<file path="config.mk">
export PLATFORM = sky130hd
export DESIGN_NAME = byte_stuff_framer_xor_flat
export DESIGN_NICKNAME = d
export VERILOG_FILES = /design/src/rtl/bsf_pkg.sv /design/src/rtl/bsf_if.sv /design/src/rtl/byte_stuff_framer_xor.sv /design/src/rtl/bsf_front.sv /design/src/rtl/bsf_queue.sv /design/src/rtl/bsf_back.sv /design/src/flat_wrapper.sv
export SDC_FILE = /design/constraint.sdc
export NUM_CORES = 1
export LEC_CHECK = 0
export BUFFER_PORTS_ARGS = -buffer_cell sky130_fd_sc_hd__buf_2
export CORE_UTILIZATION = 45
export DETAILED_ROUTE_END_ITERATION = 8
export PLACE_DENSITY_LB_ADDON = 0.1
export REMOVE_ABC_BUFFERS = 1
export SLEW_MARGIN = 0
export SYNTH_ARGS = -nofsm -noshare
export SYNTH_HDL_FRONTEND = slang
export SYNTH_SLANG_ARGS = --single-unit
</file>
<file path="constraint.sdc">
create_clock -name clk -period 5.6 [get_ports clk]
set_clock_uncertainty 0.1 [all_clocks]
set_input_delay 1.68 -clock clk [delete_from_list [all_inputs] [get_ports clk]]
set_output_delay 1.68 -clock clk [all_outputs]
set_load 0.01 [all_outputs]
</file>
<file path="src/rtl/bsf_pkg.sv">
// Shared types and constants for the byte-stuffing framer.
// No dependencies.
package bsf_pkg;

  localparam int BYTE_W      = 8;
  localparam int CFG_IDX_W   = 1;
  localparam int QUEUE_DEPTH = 2;

  localparam logic [CFG_IDX_W-1:0] CFG_FLAG   = 1'd0;
  localparam logic [CFG_IDX_W-1:0] CFG_ESCAPE = 1'd1;

  localparam logic [BYTE_W-1:0] FLAG_RESET   = 8'd36;
  localparam logic [BYTE_W-1:0] ESCAPE_RESET = 8'd47;

  localparam int NUM_PH = 5;
  localparam int PH_OPEN  = 0;
  localparam int PH_ESC   = 1;
  localparam int PH_DATA  = 2;
  localparam int PH_CLOSE = 3;
  localparam int PH_CHK   = 4;

  typedef logic [NUM_PH-1:0] ph_mask_t;

  typedef struct packed {
    logic [BYTE_W-1:0] data;
    logic              open;
    logic              stuff;
    logic              last;
  } bsf_entry_t;

endpackage

</file>
<file path="src/rtl/bsf_if.sv">
// Valid/ready channel interfaces for the framer input and output.
// Depends on bsf_pkg.
interface bsf_in_if import bsf_pkg::*; ();
  logic              valid;
  logic              ready;
  logic [BYTE_W-1:0] data_byte;
  logic              last_in_frame;
  modport source (output valid, data_byte, last_in_frame, input ready);
  modport sink   (input valid, data_byte, last_in_frame, output ready);
endinterface

interface bsf_out_if import bsf_pkg::*; ();
  logic              valid;
  logic              ready;
  logic [BYTE_W-1:0] out_byte;
  logic              is_checksum;
  logic              end_of_run;
  modport source (output valid, out_byte, is_checksum, end_of_run, input ready);
  modport sink   (input valid, out_byte, is_checksum, end_of_run, output ready);
endinterface

</file>
<file path="src/rtl/byte_stuff_framer_xor.sv">
// Byte-stuffing framer with XOR trailer: top level, configuration registers.
// Depends on bsf_pkg, bsf_if, bsf_front, bsf_queue, bsf_back.
// Each input item yields one to five output bytes (opening flag, escape, data,
// closing flag, trailer), one per cycle from a registered output stage while
// out_ready is high; the byte sequencer expands each item, so an unstuffed
// mid-frame byte gives one output byte and a stuffed byte two. A small queue
// between classifier and sequencer keeps input accepted while output is pending.
module byte_stuff_framer_xor import bsf_pkg::*; #(
  parameter int QDEPTH = QUEUE_DEPTH
) (
  input  logic                 clk,
  input  logic                 rst_n,
  bsf_in_if.sink               in_chan,
  bsf_out_if.source            out_chan,
  input  logic                 cfg_we,
  input  logic [CFG_IDX_W-1:0] cfg_idx,
  input  logic [BYTE_W-1:0]    cfg_wdata
);

  logic [BYTE_W-1:0] flag_r, flag_nxt;
  logic [BYTE_W-1:0] esc_r, esc_nxt;
  logic              push, q_full, pop, head_valid;
  bsf_entry_t        push_entry, head_entry;

  always_comb begin
    flag_nxt = flag_r;
    esc_nxt  = esc_r;
    if (cfg_we) begin
      case (cfg_idx)
        CFG_FLAG:   flag_nxt = cfg_wdata;
        CFG_ESCAPE: esc_nxt  = cfg_wdata;
        default: ;
      endcase
    end
  end

  always_ff @(posedge clk) begin
    if (!rst_n) begin
      flag_r <= FLAG_RESET;
      esc_r  <= ESCAPE_RESET;
    end else begin
      flag_r <= flag_nxt;
      esc_r  <= esc_nxt;
    end
  end

  bsf_front u_front (
    .clk         (clk),
    .rst_n       (rst_n),
    .in_valid    (in_chan.valid),
    .in_ready    (in_chan.ready),
    .in_data     (in_chan.data_byte),
    .in_last     (in_chan.last_in_frame),
    .flag_byte   (flag_r),
    .escape_byte (esc_r),
    .push        (push),
    .push_entry  (push_entry),
    .q_full      (q_full)
  );

  bsf_queue #(.DEPTH(QDEPTH)) u_queue (
    .clk        (clk),
    .rst_n      (rst_n),
    .push       (push),
    .push_entry (push_entry),
    .full       (q_full),
    .pop        (pop),
    .head_valid (head_valid),
    .head_entry (head_entry)
  );

  bsf_back u_back (
    .clk             (clk),
    .rst_n           (rst_n),
    .head_valid      (head_valid),
    .head_entry      (head_entry),
    .pop             (pop),
    .flag_byte       (flag_r),
    .escape_byte     (esc_r),
    .out_valid       (out_chan.valid),
    .out_ready       (out_chan.ready),
    .out_byte        (out_chan.out_byte),
    .out_is_checksum (out_chan.is_checksum),
    .out_end_of_run  (out_chan.end_of_run)
  );

endmodule

</file>
<file path="src/rtl/bsf_front.sv">
// Front end: accepts payload items, tracks frame open state, classifies bytes.
// Depends on bsf_pkg.
module bsf_front import bsf_pkg::*; (
  input  logic              clk,
  input  logic              rst_n,
  input  logic              in_valid,
  output logic              in_ready,
  input  logic [BYTE_W-1:0] in_data,
  input  logic              in_last,
  input  logic [BYTE_W-1:0] flag_byte,
  input  logic [BYTE_W-1:0] escape_byte,
  output logic              push,
  output bsf_entry_t        push_entry,
  input  logic              q_full
);

  logic in_frame_r;
  logic in_frame_nxt;

  assign in_ready = !q_full;
  assign push     = in_valid && in_ready;

  always_comb begin
    push_entry.data  = in_data;
    push_entry.open  = !in_frame_r;
    push_entry.stuff = (in_data == flag_byte) || (in_data == escape_byte);
    push_entry.last  = in_last;
    in_frame_nxt     = push ? !in_last : in_frame_r;
  end

  always_ff @(posedge clk) begin
    if (!rst_n) begin
      in_frame_r <= 1'b0;
    end else begin
      in_frame_r <= in_frame_nxt;
    end
  end

endmodule

</file>
<file path="src/rtl/bsf_queue.sv">
// Short FIFO of classified items between front and back.
// Depends on bsf_pkg.
module bsf_queue import bsf_pkg::*; #(
  parameter int DEPTH = QUEUE_DEPTH
) (
  input  logic       clk,
  input  logic       rst_n,
  input  logic       push,
  input  bsf_entry_t push_entry,
  output logic       full,
  input  logic       pop,
  output logic       head_valid,
  output bsf_entry_t head_entry
);

  localparam int PTR_W = (DEPTH > 1) ? $clog2(DEPTH) : 1;
  localparam int CNT_W = $clog2(DEPTH + 1);

  bsf_entry_t            mem [DEPTH];
  logic [PTR_W-1:0]      wptr_r, wptr_nxt;
  logic [PTR_W-1:0]      rptr_r, rptr_nxt;
  logic [CNT_W-1:0]      cnt_r, cnt_nxt;
  logic                  do_push, do_pop;

  assign full       = (cnt_r == CNT_W'(DEPTH));
  assign head_valid = (cnt_r != '0);
  assign head_entry = mem[rptr_r];
  assign do_push    = push && !full;
  assign do_pop     = pop && head_valid;

  always_comb begin
    wptr_nxt = wptr_r;
    rptr_nxt = rptr_r;
    cnt_nxt  = cnt_r;
    if (do_push) begin
      wptr_nxt = (wptr_r == PTR_W'(DEPTH - 1)) ? '0 : wptr_r + 1'b1;
    end
    if (do_pop) begin
      rptr_nxt = (rptr_r == PTR_W'(DEPTH - 1)) ? '0 : rptr_r + 1'b1;
    end
    if (do_push && !do_pop) begin
      cnt_nxt = cnt_r + 1'b1;
    end else if (do_pop && !do_push) begin
      cnt_nxt = cnt_r - 1'b1;
    end
  end

  always_ff @(posedge clk) begin
    if (do_push) begin
      mem[wptr_r] <= push_entry;
    end
  end

  always_ff @(posedge clk) begin
    if (!rst_n) begin
      wptr_r <= '0;
      rptr_r <= '0;
      cnt_r  <= '0;
    end else begin
      wptr_r <= wptr_nxt;
      rptr_r <= rptr_nxt;
      cnt_r  <= cnt_nxt;
    end
  end

endmodule

</file>
<file path="src/rtl/bsf_back.sv">
// Back end: expands each classified item into frame bytes, keeps the XOR trailer.
// Depends on bsf_pkg.
module bsf_back import bsf_pkg::*; (
  input  logic              clk,
  input  logic              rst_n,
  input  logic              head_valid,
  input  bsf_entry_t        head_entry,
  output logic              pop,
  input  logic [BYTE_W-1:0] flag_byte,
  input  logic [BYTE_W-1:0] escape_byte,
  output logic              out_valid,
  input  logic              out_ready,
  output logic [BYTE_W-1:0] out_byte,
  output logic              out_is_checksum,
  output logic              out_end_of_run
);

  ph_mask_t          mask_r, mask_nxt;
  ph_mask_t          sel;
  ph_mask_t          mask_left;
  logic [BYTE_W-1:0] data_r, data_nxt;
  logic [BYTE_W-1:0] xor_r, xor_nxt;
  logic              ovalid_r, ovalid_nxt;
  logic [BYTE_W-1:0] obyte_r, obyte_nxt;
  logic              ochk_r, ochk_nxt;
  logic              oeor_r, oeor_nxt;
  logic              emit, load;
  logic [BYTE_W-1:0] emit_byte;

  assign out_valid       = ovalid_r;
  assign out_byte        = obyte_r;
  assign out_is_checksum = ochk_r;
  assign out_end_of_run  = oeor_r;

  always_comb begin
    sel       = mask_r & (~mask_r + 1'b1);
    mask_left = mask_r & ~sel;
    emit      = (mask_r != '0) && (!ovalid_r || out_ready);
    load      = (mask_r == '0) || (emit && (mask_left == '0));
    pop       = load && head_valid;

    emit_byte = data_r;
    if (sel[PH_OPEN] || sel[PH_CLOSE]) begin
      emit_byte = flag_byte;
    end else if (sel[PH_ESC]) begin
      emit_byte = escape_byte;
    end else if (sel[PH_CHK]) begin
      emit_byte = xor_r;
    end

    xor_nxt = xor_r;
    if (emit) begin
      if (sel[PH_OPEN] || sel[PH_CHK]) begin
        xor_nxt = '0;
      end else if (sel[PH_ESC] || sel[PH_DATA]) begin
        xor_nxt = xor_r ^ emit_byte;
      end
    end

    mask_nxt = emit ? mask_left : mask_r;
    data_nxt = data_r;
    if (load) begin
      mask_nxt = '0;
      if (head_valid) begin
        mask_nxt[PH_OPEN]  = head_entry.open;
        mask_nxt[PH_ESC]   = head_entry.stuff;
        mask_nxt[PH_DATA]  = 1'b1;
        mask_nxt[PH_CLOSE] = head_entry.last;
        mask_nxt[PH_CHK]   = head_entry.last;
        data_nxt           = head_entry.data;
      end
    end

    ovalid_nxt = ovalid_r && !out_ready;
    obyte_nxt  = obyte_r;
    ochk_nxt   = ochk_r;
    oeor_nxt   = oeor_r;
    if (emit) begin
      ovalid_nxt = 1'b1;
      obyte_nxt  = emit_byte;
      ochk_nxt   = sel[PH_CHK];
      oeor_nxt   = (mask_left == '0);
    end
  end

  always_ff @(posedge clk) begin
    data_r  <= data_nxt;
    obyte_r <= obyte_nxt;
    ochk_r  <= ochk_nxt;
    oeor_r  <= oeor_nxt;
  end

  always_ff @(posedge clk) begin
    if (!rst_n) begin
      mask_r   <= '0;
      xor_r    <= '0;
      ovalid_r <= 1'b0;
    end else begin
      mask_r   <= mask_nxt;
      xor_r    <= xor_nxt;
      ovalid_r <= ovalid_nxt;
    end
  end

endmodule
</file>
<file path="src/flat_wrapper.sv">
// flat-port wrapper written by rule: the top's interface ports become plain ports
module byte_stuff_framer_xor_flat import bsf_pkg::*;
#(
  parameter int QDEPTH = QUEUE_DEPTH
)
  (clk, rst_n, cfg_we, cfg_idx, cfg_wdata, in_chan_valid, in_chan_data_byte, in_chan_last_in_frame, in_chan_ready, out_chan_valid, out_chan_out_byte, out_chan_is_checksum, out_chan_end_of_run, out_chan_ready);
  bsf_in_if in_chan_i ();
  bsf_out_if out_chan_i ();
  input  logic clk;
  input  logic rst_n;
  input  logic cfg_we;
  input  logic [CFG_IDX_W-1:0] cfg_idx;
  input  logic [BYTE_W-1:0] cfg_wdata;
  input wire logic [$bits(in_chan_i.valid)-1:0] in_chan_valid;
  input wire logic [$bits(in_chan_i.data_byte)-1:0] in_chan_data_byte;
  input wire logic [$bits(in_chan_i.last_in_frame)-1:0] in_chan_last_in_frame;
  output wire logic [$bits(in_chan_i.ready)-1:0] in_chan_ready;
  output wire logic [$bits(out_chan_i.valid)-1:0] out_chan_valid;
  output wire logic [$bits(out_chan_i.out_byte)-1:0] out_chan_out_byte;
  output wire logic [$bits(out_chan_i.is_checksum)-1:0] out_chan_is_checksum;
  output wire logic [$bits(out_chan_i.end_of_run)-1:0] out_chan_end_of_run;
  input wire logic [$bits(out_chan_i.ready)-1:0] out_chan_ready;
  assign in_chan_i.valid = in_chan_valid;
  assign in_chan_i.data_byte = in_chan_data_byte;
  assign in_chan_i.last_in_frame = in_chan_last_in_frame;
  assign in_chan_ready = in_chan_i.ready;
  assign out_chan_valid = out_chan_i.valid;
  assign out_chan_out_byte = out_chan_i.out_byte;
  assign out_chan_is_checksum = out_chan_i.is_checksum;
  assign out_chan_end_of_run = out_chan_i.end_of_run;
  assign out_chan_i.ready = out_chan_ready;
  byte_stuff_framer_xor #(.QDEPTH(QDEPTH)) u_core (.clk(clk), .rst_n(rst_n), .in_chan(in_chan_i), .out_chan(out_chan_i), .cfg_we(cfg_we), .cfg_idx(cfg_idx), .cfg_wdata(cfg_wdata));
endmodule
</file>
==> impl_metrics.prom <==
# TYPE chip_impl_metric gauge
chip_impl_metric{name="initial_core_util",unit="%"} 46.35
chip_impl_info{name="timing.critical_path.to_type",value="flop"} 1
chip_impl_metric{name="timing.final.setup_violations",unit=""} 0
chip_impl_info{name="synth.area.top_cells",value="sky130_fd_sc_hd__edfxtp_1 34%, sky130_fd_sc_hd__dfxtp_1 20%, sky130_fd_sc_hd__xnor2_1 4.4%"} 1
chip_impl_metric{name="numCtsBuffers",unit=""} 9
chip_impl_metric{name="grt_first_pass_wirelength",unit="um"} 11500
chip_impl_metric{name="yosys_warnings",unit=""} 0
chip_impl_metric{name="drcViolationCount",unit=""} 0
chip_impl_metric{name="worst_skew_pair.late_latency",unit="ps"} 350
chip_impl_metric{name="post_cts_hold_buffer_count",unit=""} 0
chip_impl_metric{name="netlist_instances",unit=""} 323
chip_impl_metric{name="synth_area_per_cell",unit="sq um"} 11.03
chip_impl_metric{name="numClockSinks",unit=""} 76
chip_impl_metric{name="cts.repair.resized",unit=""} 0
chip_impl_metric{name="instances_no_fill",unit=""} 458
chip_impl_metric{name="seqCellArea",unit="sq um"} 1922
chip_impl_metric{name="filler_cell_count",unit=""} 730
chip_impl_metric{name="gr-usage-all-layers",unit="%"} 18.05
chip_impl_metric{name="synthDominantCellAreaShare",unit="%"} 33.71
chip_impl_metric{name="die-area",unit="sq um"} 8278
chip_impl_metric{name="power_leakage",unit="nW"} 1.432
chip_impl_metric{name="power.ir.vdd_worst",unit="mV"} 0.2033
chip_impl_metric{name="max_freq",unit="MHz"} 300.0
chip_impl_metric{name="dp.cells",unit=""} 442
chip_impl_info{name="synth_most_common_cell",value="sky130_fd_sc_hd__edfxtp_1"} 1
chip_impl_metric{name="routed_wl",unit="um"} 6842
chip_impl_info{name="critical_path_class",value="input port to flop"} 1
chip_impl_metric{name="grt-ovfl-total",unit=""} 0
chip_impl_metric{name="yosysSeqAreaShare",unit="%"} 53.93
chip_impl_info{name="synth_top_cell_by_area",value="sky130_fd_sc_hd__edfxtp_1"} 1
chip_impl_info{name="cts_root_buffer",value="sky130_fd_sc_hd__clkbuf_8"} 1
chip_impl_metric{name="post-route-min-period",unit="ps"} 3333
chip_impl_metric{name="area_delta_synth_final",unit="%"} 11.31
chip_impl_metric{name="die-height",unit="um"} 90.99
chip_impl_metric{name="post-route-period-util",unit="%"} 59.52
chip_impl_metric{name="power_density",unit="nW/um^2"} 503.6
chip_impl_metric{name="synthesis_stage_register_bit_count",unit=""} 76
chip_impl_metric{name="finalSetupTns",unit="ps"} 0
chip_impl_metric{name="netlist-cell-type-count",unit=""} 50
chip_impl_metric{name="port-buffer-count",unit=""} 34
chip_impl_metric{name="crit_arrival",unit="ps"} 3510
chip_impl_info{name="startpoint_type",value="input port"} 1
chip_impl_metric{name="mappedNetlistArea",unit="sq um"} 3563
chip_impl_metric{name="antennaDiodeCount",unit=""} 0
chip_impl_metric{name="cts.clk_slew.worst_paths",unit="ps"} 80
chip_impl_metric{name="cp_max_fo",unit=""} 9
chip_impl_metric{name="relative_slew_margins",unit="%"} 27.07
chip_impl_metric{name="detailedPlacementHpwl",unit="um"} 4905
chip_impl_metric{name="wl_per_cell",unit="um"} 14.94
chip_impl_metric{name="postCtsSetupBuffers",unit=""} 0
chip_impl_metric{name="worst-r2r-cell-count",unit=""} 6
chip_impl_metric{name="drtIter0Drc",unit=""} 113
chip_impl_metric{name="async_set_or_reset_flop_fraction_in_the_synthesized_netlist",unit="%"} 0
chip_impl_metric{name="number_of_enable_type_register_cells_in_the_synthesized_netlist",unit=""} 40
chip_impl_metric{name="multi_input_comb_area",unit="sq um"} 1483
chip_impl_metric{name="critical_path_required",unit="ps"} 5780
chip_impl_metric{name="grt_max_degree",unit=""} 34
chip_impl_info{name="hp-class",value="flop to flop"} 1
chip_impl_metric{name="num-nets-final",unit=""} 375
chip_impl_metric{name="die_w",unit="um"} 90.99
chip_impl_info{name="netlist_top_cells_count",value="40 x sky130_fd_sc_hd__edfxtp_1, 36 x sky130_fd_sc_hd__dfxtp_1, 34 x sky130_fd_sc_hd__nand2_1"} 1
chip_impl_metric{name="ant_nets",unit=""} 0
chip_impl_metric{name="detailroute.via_count",unit=""} 2365
chip_impl_info{name="status",value="finished clean"} 1
chip_impl_metric{name="cts-htree-levels",unit=""} 3
chip_impl_metric{name="grt_pass1_vias",unit=""} 2213
chip_impl_metric{name="drt_pass1_iterations",unit=""} 4
chip_impl_metric{name="placeable_area",unit="sq um"} 7687
chip_impl_info{name="tritoncts",value="built"} 1
chip_impl_metric{name="max-cap-violations",unit=""} 0
chip_impl_info{name="rsz0062_at_grt",value="no"} 1
chip_impl_metric{name="post_route_cells_drive_above_1_share",unit="%"} 21.07
chip_impl_metric{name="hold-path-cell-count",unit=""} 1
chip_impl_metric{name="core.rowCount",unit=""} 32
chip_impl_info{name="synth-main-ff-cell",value="sky130_fd_sc_hd__edfxtp_1"} 1
chip_impl_metric{name="place_congestion",unit=""} 0.8083
chip_impl_metric{name="pin_count",unit=""} 35
chip_impl_metric{name="finalMaxSlewViolations",unit=""} 0
chip_impl_metric{name="antenna_found_initial",unit=""} 0
chip_impl_metric{name="report.final.hold_viol_count",unit=""} 0
chip_impl_metric{name="timing_worst_slew_pin_value",unit="ps"} 1094
chip_impl_metric{name="cts_max_path_buffers",unit=""} 2
chip_impl_metric{name="route.detailed.vias_per_inst",unit=""} 5.164
[kinds of logic after synthesis]
kind of cell	share of synthesized area [%]
xor+xnor	4.670
flops	53.93
simple gates	15.06
mux	3.406
buf+inv	4.459
fa+ha+maj	0.6320
compound gates	17.84
[power breakdown]
part	switching [mW]	internal, mW	leakage [nW]
sequential	0.115	0.781	0.672
clock	0.204	0.208	0.0862
combinational	0.398	0.292	0.674
[routing by layer]
layer | up-vias | GRT usage [%] | share of wire [%]
met5 | - | 0 | 0
met4 | 0 | 7.143 | 2.0
met3 | 13 | 4.020 | 3.7
met2 | 46 | 26.33 | 43
met1 | 1085 | 26.00 | 52
li1 | 1221 | - | -
[layout make-up]
class                           count  share of cell area, %
Sequential cell                    76                  48.45
Clock buffer                       11                  3.312
Clock inverter                      5                  1.546
Inverter                           19                  1.798
Multi-Input combinational cell    211                  37.38
Timing Repair Buffer               34                  4.290
Tap cell                          102                  3.218
[cells in the final DEF (no fill, tap or decap), types with 9 or more instances in the layout]
cell type / count
sky130_fd_sc_hd__xnor2_1: 18
sky130_fd_sc_hd__mux2_2: 9
sky130_fd_sc_hd__nor2b_1: 12
sky130_fd_sc_hd__nand2_1: 34
sky130_fd_sc_hd__clkbuf_8: 9
sky130_fd_sc_hd__inv_1: 19
sky130_fd_sc_hd__edfxtp_1: 40
sky130_fd_sc_hd__a21boi_0: 11
sky130_fd_sc_hd__dfxtp_1: 36
sky130_fd_sc_hd__nand3_1: 22
sky130_fd_sc_hd__buf_2: 34
[final timing paths]
check	start	endpoint	slack (ps)
max	out_chan_ready	u_core.u_queue.cnt_r[1]$_SDFFE_PN0P_	2270
max reg2reg	u_core.u_back.mask_r[0]$_SDFFE_PN0P_	u_core.u_queue.cnt_r[1]$_SDFFE_PN0P_	2770
min reg2reg	u_core.u_front.in_frame_r$_SDFFE_PN0P_	u_core.u_queue.mem[1][2]$_DFFE_PP_	380
min	u_core.u_front.in_frame_r$_SDFFE_PN0P_	u_core.u_queue.mem[1][2]$_DFFE_PP_	380
[critical path, cell delays in order]
cell and delay, ps:
sky130_fd_sc_hd__buf_2 90, sky130_fd_sc_hd__nor2b_1 580, sky130_fd_sc_hd__o21ai_2 150, sky130_fd_sc_hd__o211ai_4 150, sky130_fd_sc_hd__ha_1 310, sky130_fd_sc_hd__or3_1 380, sky130_fd_sc_hd__a21boi_0 160
[sequential cells by signal (all words and copies together), names as in the netlist, named ones only]
name and count:
u_core.esc_r 8, u_core.flag_r 8, u_core.u_back.data_r 8, u_core.u_back.mask_r 5
u_core.u_back.out_byte 8, u_core.u_back.out_end_of_run 1, u_core.u_back.out_is_checksum 1, u_core.u_back.out_valid 1
u_core.u_back.xor_r 8, u_core.u_front.in_frame_r 1, u_core.u_queue.cnt_r 2, u_core.u_queue.mem 22
u_core.u_queue.rptr_r 1, u_core.u_queue.wptr_r 1
[stage by stage]
stage / instance area [sq um] / util [%] / power (mW) / setup slack [ps] / hold WS (ps)
floorplan: 3476 / - / 1.412 / 2266 / 343.1
global placement: 3774 / 49.09 / 1.586 / 2003 / 353.4
detailed placement: 3774 / 49.09 / 1.604 / 1894 / 361.2
CTS: 3966 / 51.60 / 2.016 / 2280 / 380.7
global route: 3966 / 51.60 / 2.135 / 2121 / 426.7
finish: 3966 / 51.60 / 1.998 / 2267 / 380.2
Note: power is estimated with default switching activity, not from simulation.
